## config.mk

```make
export PLATFORM = sky130hd
export DESIGN_NAME = pol_ram
export DESIGN_NICKNAME = d
export VERILOG_FILES = /design/src/rtl/core/pol_ram.sv
export SDC_FILE = /design/constraint.sdc
export NUM_CORES = 1
export LEC_CHECK = 0
export BUFFER_PORTS_ARGS = -buffer_cell sky130_fd_sc_hd__buf_2
export CORE_ASPECT_RATIO = 0.6
export CORE_MARGIN = 8
export CORE_UTILIZATION = 50
export CTS_BUF_LIST = sky130_fd_sc_hd__clkbuf_4
export DETAILED_ROUTE_END_ITERATION = 10
export PLACE_DENSITY = 0.66
export SKIP_LAST_GASP = 1
export SYNTH_ARGS = -nofsm -noshare
export SYNTH_HDL_FRONTEND = slang
export SYNTH_SLANG_ARGS = --single-unit
export TNS_END_PERCENT = 30
```

## constraint.sdc

```tcl
create_clock -name clk -period 4.5 [get_ports clk]
set_clock_uncertainty 0.1 [all_clocks]
set_input_delay 0.9 -clock clk [delete_from_list [all_inputs] [get_ports clk]]
set_output_delay 0.9 -clock clk [all_outputs]
set_load 0.005 [all_outputs]
```

## src/rtl/core/pol_ram.sv

```systemverilog
// Generic simple dual-port RAM, one write port, one registered read port.
`default_nettype none

module pol_ram #(
  parameter int WIDTH = 32,
  parameter int DEPTH = 32
) (
  input  wire logic                     clk,
  input  wire logic                     wr_en,
  input  wire logic [$clog2(DEPTH)-1:0] wr_addr,
  input  wire logic [WIDTH-1:0]         wr_data,
  input  wire logic                     rd_en,
  input  wire logic [$clog2(DEPTH)-1:0] rd_addr,
  output logic      [WIDTH-1:0]         rd_data
);

  logic [WIDTH-1:0] mem [DEPTH];

  always_ff @(posedge clk) begin
    if (wr_en) begin
      mem[wr_addr] <= wr_data;
    end
    if (rd_en) begin
      rd_data <= mem[rd_addr];
    end
  end

endmodule

`default_nettype wire

```

# [After elaboration in Yosys (flattened, before gate mapping)]
# Memories as Yosys holds them, arrays and structs flattened. A register that Yosys moved wholly into a read port is not among the register bits.
# Index checks and enable logic that the tools add are counted.
[totals] register_bits=0 mem_bits_rw=1024 inputBits=45 wordCells=3 n_memories=1
[memory_table] name="mem" depth=32 word_bits=32 rd=1 rd_ports_with_merged_regs=1 wr=1 line="17" source="logic [WIDTH-1:0] mem [DEPTH];"
[op_classes] mux=2
[ops] cell="1-bit two-way mux" count=2

# [Logic depth before layout (Yosys ltp)]
# Gate-level depths: netlist of the first run.
[logic_depth] ltp_word=2 ltp_mapped=8

# [Worst setup path after synthesis of the first run]
# Ideal clock, no wire load.
[synth_timing] kind="in2reg" start="in wr_addr[1]" end="mem mem[12][0] (enable)" arrival_time_ns=2.913 slack_ns=1.066 cell_stages=3 path_cell_list="or3b_2 clkbuf_1 nor2_1"
[synth_lines] item="start, declared" line="10" source="input wire logic [$clog2(DEPTH)-1:0] wr_addr,"
[synth_lines] item="end, declared" line="17"
# Straight into the memory's write port.

# [Final worst setup path of the first run]
[layout_timing] start="reg rd_data[9] (read register of mem)" end="out rd_data[9]"
[layout_lines] item="start, declared" line="14" source="output logic [WIDTH-1:0] rd_data"
# No word-level cell between the ends.

==> flow_metrics.py, run 1 <==
metrics = {
    "yosys": {
        "yosys.cell_types.count": 24,
        "synth_common_cells": "edfxtp_1 (1056), mux2i_1 (512), nand2_1 (98), nand3_1 (98)",
        "synthArstFlopShare_pct": 0,
        "ys_warn_count": 0,
        "synthAdderAreaFrac_pct": 0,
        "ys_seq_area_share_pct": 77.7,
        "synth.most_common_cell": "edfxtp_1",
        "synth_top_area_share_pct": 77.7,
        "yosys.area_share.simple_pct": 3.08,
        "netlist_area_sq_um": 40800,
        "synth_ff_type": "edfxtp_1",
        "synth_compound_area_share_pct": 4.81,
        "synth_top_area_cell": "edfxtp_1",
        "synthCells": 2260,
        "synthMuxAreaShare_pct": 12.6,
        "synth_nets": 2305,
        "synth-edff-count": 1056,
        "syn-mean-instance-area_sq_um": 18.1,
        "synth_xor_area_share_pct": 0,
        "ys_ff_latch": 1056,
        "yosys-top-cells-area": "edfxtp_1 (78%), mux2i_1 (13%), a22oi_1 (1.8%)",
        "synth_top_family_by_area": "multiplexers",
    },
    "floorplan": {
        "dieArea_sq_um": 91300,
        "core-area_sq_um": 81200,
        "initial_core_util_pct": 50.3,
        "die-height_microns": 237,
        "fp-row-count": 81,
        "die_w_microns": 385,
        "ios": 77,
    },
    "routing": {
        "drcViolationCount": 0,
        "drt_iter0_markers": 2474,
        "dr_total_vias": 22500,
        "drt-pass1-iter-count": 5,
        "wl_per_cell_microns": 28.2,
        "drtAntennaViolNets": 0,
        "wl_microns": 107000,
        "viasPerCell": 5.95,
    },
    "timing": {
        "maxSlewViolCount": 0,
        "max_freq_ghz": 0.355,
        "worstMarginPinSlew_ps": 1270,
        "timing_hold_violations_final": 0,
        "rsz0062_at_grt": "no",
        "setup_tns_ps": 0,
        "setup_viol": 0,
        "period_share_pct": 62.6,
        "max-slew-margin-rel_pct": 15.1,
        "worst_slack_ps": 1680,
        "period_minus_slack_ps": 2820,
    },
    "clock_network": {
        "cts.path.max_buffers": 3,
        "clk_pin_slew_ps": 80,
        "cts_tree": "built",
        "htreeDepth": 4,
        "clk_latency_ps": 1070,
        "cts.sink_count": 1056,
        "hold_buffers": 0,
        "clock_tree.root_cell": "clkbuf_4",
        "cts_setup_buffers": 0,
        "cts_buffers": 227,
        "cts_resized": 0,
    },
    "place": {
        "dp_slack_ps": 1000,
        "gp_congestion": 0.829,
        "hpwl_microns": 60100,
        "io_buffers": 76,
    },
    "run": {
        "max_cap_violations": 0,
    },
    "pwr": {
        "p_leak_nw": 16.2,
        "finalPower_mw": 19.5,
        "powerDensity_nw_per_um2": 425,
        "vdd_drop_max_v": 0.000240,
    },
    "status": {
        "status": "finished, final reports clean",
    },
    "critical_path": {
        "timing.critical_path.cells": "buf_2",
        "path_delay_family": "flip-flops",
        "worstSetupPathType": "reg -> out",
        "slowest_delay_ps": 550,
        "path_max_fanout": 1,
        "critPathCaptureType": "primary output",
        "crit_buf_inv": 1,
        "required_ps": 3500,
        "slowest_stage": "edfxtp_1",
        "crit_path_start_kind": "flop",
        "arrival_ps": 1820,
    },
    "grt": {
        "grt_antenna_before_repair": 9,
        "grt_max_degree": 87,
        "grt_pass1_vias": 22400,
        "grt_pass1_wl_microns": 153000,
        "track_usage_pct": 23.0,
        "gr-total-overflow": 0,
    },
    "min_path": {
        "hold_class": "in -> reg",
    },
    "cells_and_area": {
        "drive_gt1_share_pct": 20.9,
        "fin_util_pct": 56.6,
        "area_growth_pct": 12.6,
        "nets": 2561,
    },
}
-- final cells by class --
| cell class | count | area (sq um) |
|---|---|---|
| fill | 6202 | 35200 |
| sequential | 1056 | 31700 |
| multi-input combinational | 1077 | 8610 |
| clock buffer | 347 | 2610 |
| tap | 1079 | 1350 |
| timing repair buffer | 154 | 1250 |
| clock inverter | 57 | 389 |
| antenna | 9 | 22.5 |
-- sequential cells by signal, summed over array words and instances, names as in the netlist --
name,cells
mem,1024
rd_data,32
-- through the flow --
step	area [sq um]	instances	hold WS, ps
2_1_floorplan	40800	2260	529
3_3_place_gp	42900	3366	558
3_5_place_dp	42900	3366	568
4_1_cts	45900	3770	137
5_1_grt	45900	3778	138
6_report	45900	3779	226
-- worst paths after layout --
check              startpoint     endpoint  slack [ps]  cells past startpoint
setup / recovery   rd_data[9]   rd_data[9]        1680                      1
hold / removal    wr_data[11]  mem[19][11]         230                      1
setup reg to reg   mem[3][29]  rd_data[29]        2540                      5
hold reg to reg   mem[26][14]  rd_data[14]         560                      4
-- per-layer routing --
metal / GRT usage [%] / vias up / wire length (microns)
li1: - / 9694 / -
met1: 35.4 / 11500 / 47800
met2: 31.1 / 1241 / 44200
met3: 8.04 / 104 / 13200
met4: 5.84 / 0 / 1270
met5: 0 / - / 0
-- cell families after synthesis --
family / count (synthesis)
buffers and inverters: 127
muxes: 512
DFF: 1056
and+or+nand+nor: 277
AOI/OAI and AO/OA: 288
-- placed cells by master, fill, tap and decap left out, types with 39 or more instances in the layout --
cell      netlist  layout
edfxtp_1     1056    1056
a21oi_1        96      96
a22o_1         64      64
clkbuf_4        2     347
a22oi_1        96      96
nand3_1        98      98
nand2_1        98      97
buf_4          33      56
clkinv_1        0      39
mux2i_1       512     512
buf_2          26      75
-- where the power goes --
group | switching, mW | internal [mW] | leakage (nW)
clock network | 3.67 | 3.79 | 1.76
registers | 0.0502 | 11.0 | 9.54
logic | 0.731 | 0.333 | 4.87
Note: power is estimated with default switching activity, not from simulation.
==> run 2: changes to the inputs <==
- PLACE_DENSITY: 0.66 -> 0.68
- clock period: 4.5 -> 2.4 ns (I/O delays scaled with it)
==> run 2 against run 1 <==
  * First-iteration DRC count grew 10%
  * Routed wire length shrank 0.15%
  * Via count grew 2.4%
  * Sequential cell count is the same
  * Sequential share of layout area shrank 2.4 points
  * Total power grew 87%
  * Critical path depth grew 9
  * Largest power group unchanged
  * Highest routed layer unchanged
==> flow_metrics.py, run 2 (synthesized netlist as in run 1, its figures left out) <==
metrics = {
    "cells_and_area": {
        "largest_reg_flops": 1024,
        "area_growth_pct": 16.6,
        "drive_gt1_share_pct": 22.9,
        "postLayoutCellArea_sq_um": 47600,
        "final_common_cell": "edfxtp_1",
        "finalNonFillerCells": 3885,
        "final_cell_mix": "edfxtp_1 (1056), mux2i_1 (512), clkbuf_4 (348)",
        "fill_cells": 5987,
        "reg.largest.list": "mem x1024, rd_data x32",
        "nets": 2679,
        "regMostFlops": "mem",
    },
    "place": {
        "placed_area_sq_um": 44300,
        "hpwl_microns": 60300,
        "io_buffers": 76,
        "placedCellCount": 3449,
        "gp_congestion": 0.840,
        "dp_slack_ps": -47.1,
    },
    "critical_path": {
        "r2r_slack_ps": 810,
        "worstReg2RegStart": "mem[3][4]",
        "path_max_fanout": 26,
        "slowest_stage": "dlygate4sd3_1",
        "rr_worst_depth": 6,
        "timing.rr.end": "rd_data[4]",
        "crit_path_start_kind": "input port",
        "required_ps": 3020,
        "timing.critical_path.cells": "dlygate4sd3_1 -> buf_2 -> nor2_4 -> dlygate4sd3_1 -> buf_12 -> buf_12 -> a22o_1 -> nor3_1 -> a31oi_1 -> nand3_1",
        "slowest_delay_ps": 610,
        "worstSetupPathType": "in -> reg",
        "critPathCaptureType": "flop",
        "arrival_ps": 2960,
    },
    "routing": {
        "drcViolationCount": 0,
        "dr_total_vias": 23000,
        "wl_microns": 106000,
        "viasPerCell": 5.93,
        "drtAntennaViolNets": 0,
        "wl_per_cell_microns": 27.4,
        "drt-pass1-iter-count": 6,
        "drt_iter0_markers": 2730,
    },
    "timing": {
        "worst_slack_ps": 59.3,
        "period_minus_slack_ps": 2340,
        "timing_hold_violations_final": 0,
        "worstMarginPinSlew_ps": 657,
        "period_share_pct": 97.5,
        "max_freq_ghz": 0.427,
        "max-slew-margin-rel_pct": 56.2,
        "maxSlewViolCount": 0,
        "setup_tns_ps": 0,
        "setup_viol": 0,
    },
    "clock_network": {
        "clk_latency_ps": 1040,
        "htreeDepth": 4,
        "cts_tree": "built",
        "cts.sink_count": 1056,
        "cts_setup_buffers": 0,
        "clk_pin_slew_ps": 80,
        "clock_tree.root_cell": "clkbuf_4",
        "cts.path.max_buffers": 3,
        "cts_buffers": 224,
    },
    "grt": {
        "use_met2_pct": 33.7,
        "gr-total-overflow": 0,
        "busiest_layer": "met1",
        "grt_pass1_vias": 23000,
        "grt_max_degree": 41,
        "globalRouteMet1Util_pct": 34.6,
        "track_usage_pct": 23.0,
        "grt_antenna_before_repair": 2,
        "use_met3_pct": 5.68,
        "grt_pass1_wl_microns": 154000,
    },
    "pwr": {
        "finalPower_mw": 36.6,
        "p_leak_nw": 16.9,
        "vdd_drop_max_v": 0.000547,
        "powerDensity_nw_per_um2": 769,
    },
    "floorplan": {
        "initial_core_util_pct": 50.3,
        "fp-row-count": 81,
        "ios": 77,
        "die-height_microns": 237,
        "die_w_microns": 385,
        "dieArea_sq_um": 91300,
        "core-area_sq_um": 81200,
    },
    "min_path": {
        "hold_path_startpoint": "wr_addr[1]",
        "hold_class": "in -> reg",
        "min_path_cells": 4,
        "holdPathEnd": "mem[18][16]",
    },
    "status": {
        "status": "finished, final reports clean",
    },
    "run": {
        "max_cap_violations": 0,
    },
}
## run 2: changes by cell type in the layout (fill, tap and decap cells not counted), sizes merged
cell / previous run / this run
buf: 154 / 237
dlygate4sd3: 0 / 38
clkinv: 42 / 36
diode: 9 / 3
clkinvlp: 5 / 1
clkbuf: 347 / 348
## run 2: through the flow
stage                     hold slack [ps]  utilization [%]
after global placement                558             54.5
final                                 141             58.6
after detailed placement              560             54.5
after floorplan                       479                -
after global routing                 66.3             58.6
after CTS                            19.6             58.6
## run 2: final cells by class
| type | instances | area (sq um) | share of cell area [%] |
|---|---|---|---|
| Clock buffer | 348 | 2610 | 5.49 |
| Multi-Input combinational cell | 1077 | 8610 | 18.1 |
| Sequential cell | 1056 | 31700 | 66.6 |
| Tap cell | 1079 | 1350 | 2.84 |
| Antenna cell | 3 | 7.51 | 0.0158 |
| Clock inverter | 47 | 319 | 0.670 |
| Timing Repair Buffer | 275 | 2980 | 6.26 |
## run 2: per-layer routing
metal	vias up	wire, microns	part of all wire, %
met5	-	0	0
met4	0	1560	1.5
met3	117	11200	11
met2	1232	46800	44
met1	11800	46800	44
li1	9931	-	-
## run 2: how the worst max path moves through the flow
stage,start,endpoint,slack [ps],cells past startpoint
floorplan,wr_addr[3],mem[17][0],-510,2
global placement,rd_addr[2],rd_data[29],-10,8
detailed placement,rd_addr[2],rd_data[29],-50,8
CTS,rd_data[9],rd_data[9],-30,1
global route,rd_data[9],rd_data[9],-20,1
finish,rd_addr[2],rd_data[29],60,10
## run 2: timing repair
| item | 4_1_cts | 5_1_grt |
|---|---|---|
| hold buffers | 38 | 0 |
| endpoints found under the setup margin | 1 | 0 |
| hold endpoints to repair | 1070 | 0 |
| resized for setup | 0 | 0 |
## run 2: worst max-delay path, delay by kind of cell
kind,cells,cell delay [ps]
buffers and inverters,5,1720
AOI/OAI and AO/OA,2,380
and+or+nand+nor,3,350
## run 2: where the power goes
| part | internal, mW | total (mW) | switching, mW |
|---|---|---|---|
| logic | 0.797 | 2.13 | 1.33 |
| clock network | 7.08 | 13.8 | 6.72 |
| registers | 20.6 | 20.7 | 0.0958 |
| total | 28.4 | 36.6 | 8.15 |
